### src/hdl/npa_pkg.sv
// Shared types, constants and command/status structs for the NAT port pool allocator.
// Used by npa_ctrl, npa_datapath and nat_port_pool_allocator_core; depends on nothing.
package npa_pkg;

    localparam int POOL_SIZE = 1024;
    localparam int IDX_W     = $clog2(POOL_SIZE);
    localparam int CNT_W     = $clog2(POOL_SIZE + 1);
    localparam int ADDR_W    = 32;
    localparam int PORT_W    = 16;
    localparam int PROTO_W   = 8;
    localparam int SPAN_W    = PORT_W + 1;
    localparam int OP_W      = 2;
    localparam int STATUS_W  = 2;
    localparam int CFG_IDX_W = 2;

    localparam logic [OP_W-1:0] OP_RESERVE = 2'd0;
    localparam logic [OP_W-1:0] OP_RELEASE = 2'd1;
    localparam logic [OP_W-1:0] OP_LOOKUP  = 2'd2;

    localparam logic [STATUS_W-1:0] STATUS_OK       = 2'd0;
    localparam logic [STATUS_W-1:0] STATUS_NO_PORT  = 2'd1;
    localparam logic [STATUS_W-1:0] STATUS_NO_MATCH = 2'd2;

    localparam logic [CFG_IDX_W-1:0] REG_PUBLIC_ADDRESS = 2'd0;
    localparam logic [CFG_IDX_W-1:0] REG_PORT_BEGIN     = 2'd1;
    localparam logic [CFG_IDX_W-1:0] REG_PORT_END       = 2'd2;

    localparam logic [PORT_W-1:0] PORT_BEGIN_RESET = 16'd1024;
    localparam logic [PORT_W-1:0] PORT_END_RESET   = 16'd2047;

    typedef enum logic [1:0] {
        ST_CLEAR,
        ST_IDLE,
        ST_EXEC
    } state_t;

    typedef struct packed {
        logic                 valid;
        logic [PROTO_W-1:0]   protocol;
        logic [PORT_W-1:0]    port;
        logic [ADDR_W-1:0]    address;
    } map_entry_t;

    typedef struct packed {
        logic load;
        logic commit;
        logic clear_start;
        logic clear_step;
    } npa_cmd_t;

    typedef struct packed {
        logic bound_write;
        logic clear_last;
    } npa_status_t;

endpackage

### src/hdl/npa_ctrl.sv
// Controller state machine of the NAT port pool allocator.
// Depends on npa_pkg; drives the command struct for npa_datapath.
module npa_ctrl
    import npa_pkg::*;
(
    input  logic        clk,
    input  logic        rst_n,
    input  logic        in_valid,
    output logic        in_stall,
    output logic        out_valid,
    input  logic        out_stall,
    input  npa_status_t status_in,
    output npa_cmd_t    cmd
);

    state_t state_reg;
    state_t state_next;
    logic   out_valid_reg;
    logic   out_valid_next;

    always_ff @(posedge clk or negedge rst_n)
    begin
        if (!rst_n)
        begin
            state_reg     <= ST_CLEAR;
            out_valid_reg <= 1'b0;
        end
        else
        begin
            state_reg     <= state_next;
            out_valid_reg <= out_valid_next;
        end
    end

    always_comb
    begin
        state_next = state_reg;
        cmd        = '0;
        in_stall   = (state_reg != ST_IDLE) || status_in.bound_write;
        if (status_in.bound_write)
        begin
            cmd.clear_start = 1'b1;
            state_next      = ST_CLEAR;
        end
        else
        begin
            unique case (state_reg)
                ST_CLEAR:
                begin
                    cmd.clear_step = 1'b1;
                    if (status_in.clear_last)
                    begin
                        state_next = ST_IDLE;
                    end
                end
                ST_IDLE:
                begin
                    if (in_valid)
                    begin
                        cmd.load   = 1'b1;
                        state_next = ST_EXEC;
                    end
                end
                ST_EXEC:
                begin
                    if (!(out_valid_reg && out_stall))
                    begin
                        cmd.commit = 1'b1;
                        state_next = ST_IDLE;
                    end
                end
                default:
                begin
                    state_next = ST_CLEAR;
                end
            endcase
        end
    end

    always_comb
    begin
        out_valid_next = out_valid_reg;
        if (cmd.commit)
        begin
            out_valid_next = 1'b1;
        end
        else if (out_valid_reg && !out_stall)
        begin
            out_valid_next = 1'b0;
        end
    end

    assign out_valid = out_valid_reg;

endmodule

### config.mk
export PLATFORM = sky130hd
export DESIGN_NAME = npa_ctrl
export DESIGN_NICKNAME = d
export VERILOG_FILES = /design/src/hdl/npa_pkg.sv /design/src/hdl/npa_ctrl.sv
export SDC_FILE = /design/constraint.sdc
export NUM_CORES = 1
export LEC_CHECK = 0
export BUFFER_PORTS_ARGS = -buffer_cell sky130_fd_sc_hd__buf_4
export CORE_AREA = 5 5 42 44
export DETAILED_ROUTE_END_ITERATION = 6
export DIE_AREA = 0 0 47 49
export GPL_TIMING_DRIVEN = 0
export PLACE_DENSITY = 0.34
export SYNTH_ARGS = -nofsm -noshare
export SYNTH_HDL_FRONTEND = slang
export SYNTH_SLANG_ARGS = --single-unit
### constraint.sdc
create_clock -name clk -period 1.2 [get_ports clk]
set_clock_uncertainty 0.05 [all_clocks]
set_input_delay 0.06 -clock clk [delete_from_list [all_inputs] [get_ports clk]]
set_output_delay 0.06 -clock clk [all_outputs]
set_load 0.01 [all_outputs]
==> results.toml, run 1 <==
[status]
status = "finished with violations"
violations = "setup timing"

[timing]
min_period_ps = 1322
fin_crit_sh_pct = 110.2
worst_slack_ps = -122.0
hold_viol = 0
fin_setup_tns_ps = -279.6
setup_violations = 3
max_freq_ghz = 0.7564
slew_headroom_pct = 85.37
worst_slew_pin_slew_ps = 218.8
slew_viol_final = 0
rsz0062_at_grt = "true"

[synth]
synthTopCellsByCount = "3 x dfrtp_1, 2 x buf_4"
yosysWarnings = 0
synth_seq_cells = 3
synth_cell_types = 17
ys_async_sr_fraction_pct = 100.0
synthesis.nets = 26
synth.top_cell.area_share_pct = 39.74
synth_area_leaders = "dfrtp_1 40%, buf_4 7.9%, or3b_4 6.0%"
yosys.cell_count.top_type = "dfrtp_1"
synth.yosys.seq_area_share_pct = 39.74
avgSynthCellArea_um2 = 9.447
synth_area_um2 = 188.9
synth_top_area_cell = "dfrtp_1"
synthCells = 20
ys.flop_type = "dfrtp_1"
synth_edf_count = 0

[clocking]
clockRootBuffer = "clkbuf_4"
numCtsBuffers = 3
clkTransAtPathRegs_ps = 40
clk_latency_ps = 230
h-tree-depth = 1
cts.path.max_buffers = 2
cts.sinks = 3
cts_tree = "built"

[pwr]
p_per_area_nw_per_um2 = 1036
irDropWorstVdd_mv = 0.4645
p_leak_nw = 0.1722

[setup_path]
critPathKind = "reg -> out"
crit_path_start_kind = "flop"
cp.arrival_ps = 1210
endpoint = "cmd[3]"
ff2ff_setup_slack_ps = 30
regToRegEndpoint = "state_reg[0]"
r2r-start = "state_reg[1]"
critPathRequiredTime_ps = 1090
crit_fanout = 2
startpoint = "state_reg[1]"
worst-r2r-cell-count = 3
cp-end-kind = "output port"

[placement]
routabilityCongestion = 0.7101
place_area_um2 = 291.5
place_inst = 47
portBuffers = 11

[floorplanning]
die_area_um2 = 2303
die_width_um = 47
ioPinCount = 12
rows = 14
core_um2 = 1401
start_util_pct = 13.48
die_h_um = 49

[job]
maxCapViolCount = 0

[final_layout]
nFillCells = 164
insertedDiodeCount = 0
regArea_um2 = 76.32
layout.nets = 46
final_cells = 55
layout-drive-gt1-share_pct = 61.54
multi_input_area_um2 = 106.4
design_area_um2 = 365.4
largest_reg_flops = 2
final_util_pct = 26.07
syn_to_final_growth_pct = 93.38

[detailed_routing]
dr.pass1.iters = 2
drt_iter0_drc = 5
via_per_inst = 4.000
route.detailed.wl_per_inst_um = 10.18
wirelength_um = 560
drtAntennaViolNets = 0
vias = 220
drc = 0

[global_routing]
grt_start_max_net_pins = 9
grt_pass1_vias = 221
antenna_found_initial = 0
track_usage_pct = 5.862
overflow = 0
grt_pass1_wl_um = 938

[hold_path]
hold_path.class = "in -> reg"
holdPathStages = 2
[worst min-delay path by stage]
stage               from        end
2_1_floorplan      rst_n  out_valid
3_3_place_gp       rst_n  out_valid
3_5_place_dp       rst_n  out_valid
4_1_cts        out_stall  out_valid
5_1_grt        out_stall  out_valid
6_report       out_stall  out_valid
[what timing repair did]
action                                  4_1_cts  5_1_grt
pin swaps                                     0        0
hold endpoints to repair                      4        0
gates cloned                                  0        0
gates resized for setup                       2        1
setup buffers                                 2        0
hold buffers                                  2        0
endpoints found under the setup margin        3        5
[where the power goes]
part	internal [mW]	switching (mW)	total [mW]	leakage [nW]
clock	0.125	0.0553	0.180	0.0150
sequential	0.108	0.00505	0.113	0.0389
combinational	0.0513	0.0343	0.0856	0.118
total	0.284	0.0946	0.379	0.172
[area by class of cell]
class,instances,share of cell area [%]
timing repair buffer,15,32.19
multi-input combinational,14,29.11
sequential,3,20.89
clock buffer,4,7.192
tap,16,5.479
buffer,2,4.110
inverter,1,1.027
[cell families (layout without fill, tap and decap cells)]
kind of cell	Yosys count	after routing	share of synthesized area [%]
AO/OA/AOI/OAI	3	3	11.92
flip-flops	3	3	39.73
buffers and inverters	3	22	9.930
AND/OR/NAND/NOR	11	11	38.41
[metal layers]
metal / track usage (%) / vias to the layer above / wire length (µm)
li1: - / 108 / -
met3: 4.059 / 0 / 78
met2: 7.014 / 10 / 228
met4: 4.147 / 0 / 0
met1: 7.095 / 102 / 254
met5: 0 / - / 0
[critical path, cell delays in order (launching register included)]
cell	delay [ps]
dfrtp_2	390
or3b_4	380
nor2_2	80
buf_4	120
[placed cells by master (no fill, tap or decap), drive strengths merged, types with 2 or more instances in the layout]
| cell | Yosys | routed |
|---|---|---|
| dfrtp | 3 | 3 |
| dlygate4sd3 | 0 | 2 |
| nor2 | 2 | 2 |
| buf | 2 | 15 |
| clkbuf | 0 | 4 |
[per-stage QoR]
stage               power, mW  hold slack, ps  setup WS [ps]
floorplan              0.1456          -285.6          126.6
CTS                    0.3849           41.10         -135.9
finish                 0.3785           46.65         -122.0
global route           0.4081           39.68         -173.5
detailed placement     0.1845          -199.6          33.53
global placement       0.1846          -200.6          42.55
Note: power is estimated with default switching activity, not from simulation.
==> run 2: changes to the inputs <==
Settings changed: RECOVER_POWER set to 100.
==> results.toml, run 2 (same netlist as run 1, synthesis figures left out) <==
[global_routing]
overflow = 0
track_usage_pct = 5.862
antenna_found_initial = 0
grt_pass1_vias = 221
grt_pass1_wl_um = 938
grt_start_max_net_pins = 9

[pwr]
p_per_area_nw_per_um2 = 1050
irDropWorstVdd_mv = 0.4639
p_total_uw = 375.9
p_leak_nw = 0.1643

[placement]
portBuffers = 11
routabilityCongestion = 0.7101

[timing]
setup_violations = 3
slew_viol_final = 0
hold_viol = 0
slew_headroom_pct = 85.37
rsz0062_at_grt = "true"
worst_slack_ps = -122.0
max_freq_ghz = 0.7564
fin_crit_sh_pct = 110.2
worst_slew_pin_slew_ps = 218.8
min_period_ps = 1322

[floorplanning]
start_util_pct = 13.48
die_area_um2 = 2303
ioPinCount = 12
core_um2 = 1401
rows = 14
die_width_um = 47
die_h_um = 49

[clocking]
cts.path.max_buffers = 2
clk_latency_ps = 230
cts_tree = "built"
h-tree-depth = 1
clockRootBuffer = "clkbuf_4"
numCtsBuffers = 3
cts.sinks = 3
clkTransAtPathRegs_ps = 40

[setup_path]
r2r-start = "state_reg[1]"
crit_path_start_kind = "flop"
worst-r2r-cell-count = 3
ff2ff_setup_slack_ps = 30
cp-end-kind = "output port"
critPathRequiredTime_ps = 1090
crit_fanout = 2
critPathKind = "reg -> out"
regToRegEndpoint = "state_reg[0]"
cp.arrival_ps = 1210

[status]
violations = "setup timing"
status = "finished with violations"

[job]
maxCapViolCount = 0

[final_layout]
insertedDiodeCount = 0
final_cell_mix = "13 x buf_4, 3 x clkbuf_4, 3 x clkbuf_1, 2 x dlygate4sd3_1, 2 x dfrtp_1"
layout.nets = 46
final_util_pct = 25.54
largest_reg_flops = 2
layout-drive-gt1-share_pct = 56.41
mostFrequentLayoutCell = "buf_4"
syn_to_final_growth_pct = 89.40
nFillCells = 163

[detailed_routing]
dr.pass1.iters = 2
wirelength_um = 559
route.detailed.wl_per_inst_um = 10.16
drc = 0
via_per_inst = 4.000
vias = 220
drt_iter0_drc = 5
drtAntennaViolNets = 0

[hold_path]
min-delay-start = "out_stall"
holdPathEnd = "out_valid"
hold_path.class = "in -> reg"
holdPathStages = 2
## run 2: changes by cell type in the layout (fill, tap and decap cells not counted)
cell      previous run  this run
buf_4               15        13
clkbuf_1             1         3
## run 2: metal layers
metal | part of all wire, % | wire length (µm) | up-vias | GRT usage (%)
met1 | 45 | 253 | 102 | 7.095
met3 | 14 | 78 | 0 | 4.059
met2 | 41 | 227 | 10 | 7.014
met4 | 0 | 0 | 0 | 4.147
met5 | 0 | 0 | - | 0
li1 | - | - | 108 | -
## run 2: final cells by class
| class | instances | area, µm² | area share (%) |
|---|---|---|---|
| well taps | 16 | 20.02 | 5.594 |
| plain buffers | 2 | 15.01 | 4.196 |
| repair buffers | 15 | 110.1 | 30.77 |
| multi-input cells | 14 | 106.4 | 29.72 |
| inverters | 1 | 3.754 | 1.049 |
| flip-flops and latches | 3 | 76.32 | 21.33 |
| clock buffers | 4 | 26.28 | 7.343 |
## run 2: what timing repair did
item | 4_1_cts | 5_1_grt
pin swaps | 0 | 0
hold endpoints to repair | 4 | 0
hold buffers | 2 | 0
setup endpoints to repair | 3 | 5
buffers inserted | 2 | 0
gates resized for setup | 2 | 1
## run 2: report_power, final
part | leakage (nW) | internal [mW] | switching (mW)
Sequential | 0.0389 | 0.108 | 0.00500
Clock | 0.0150 | 0.125 | 0.0552
Combinational | 0.111 | 0.0489 | 0.0342
Total | 0.164 | 0.281 | 0.0944
## run 2: worst max-delay path by stage
stage / start / to / slack, ps / cells after the start
final: state_reg[1] / cmd[3] / -120 / 3
after global routing: state_reg[1] / cmd[3] / -170 / 3
after CTS: state_reg[1] / cmd[3] / -140 / 3
after detailed placement: state_reg[1] / cmd[3] / 30 / 3
after global placement: state_reg[1] / cmd[3] / 40 / 3
after floorplan: state_reg[1] / cmd[3] / 130 / 2
## run 2: through the flow
stage	cell area [µm²]	TNS (ps)	hold slack, ps	instances	worst slack (ps)
after floorplan	188.9	0	-285.6	20	126.6
after global placement	291.5	0	-200.6	47	42.55
after detailed placement	291.5	0	-199.6	47	33.53
after CTS	359.1	-314.5	41.10	55	-135.9
after global routing	357.8	-473.4	39.68	55	-173.5
final	357.8	-279.7	46.73	55	-122.0
## run 2: critical path, stage by stage (launching register included)
cell and delay [ps]:
dfrtp_2 390, or3b_4 380, nor2_2 80, buf_4 120
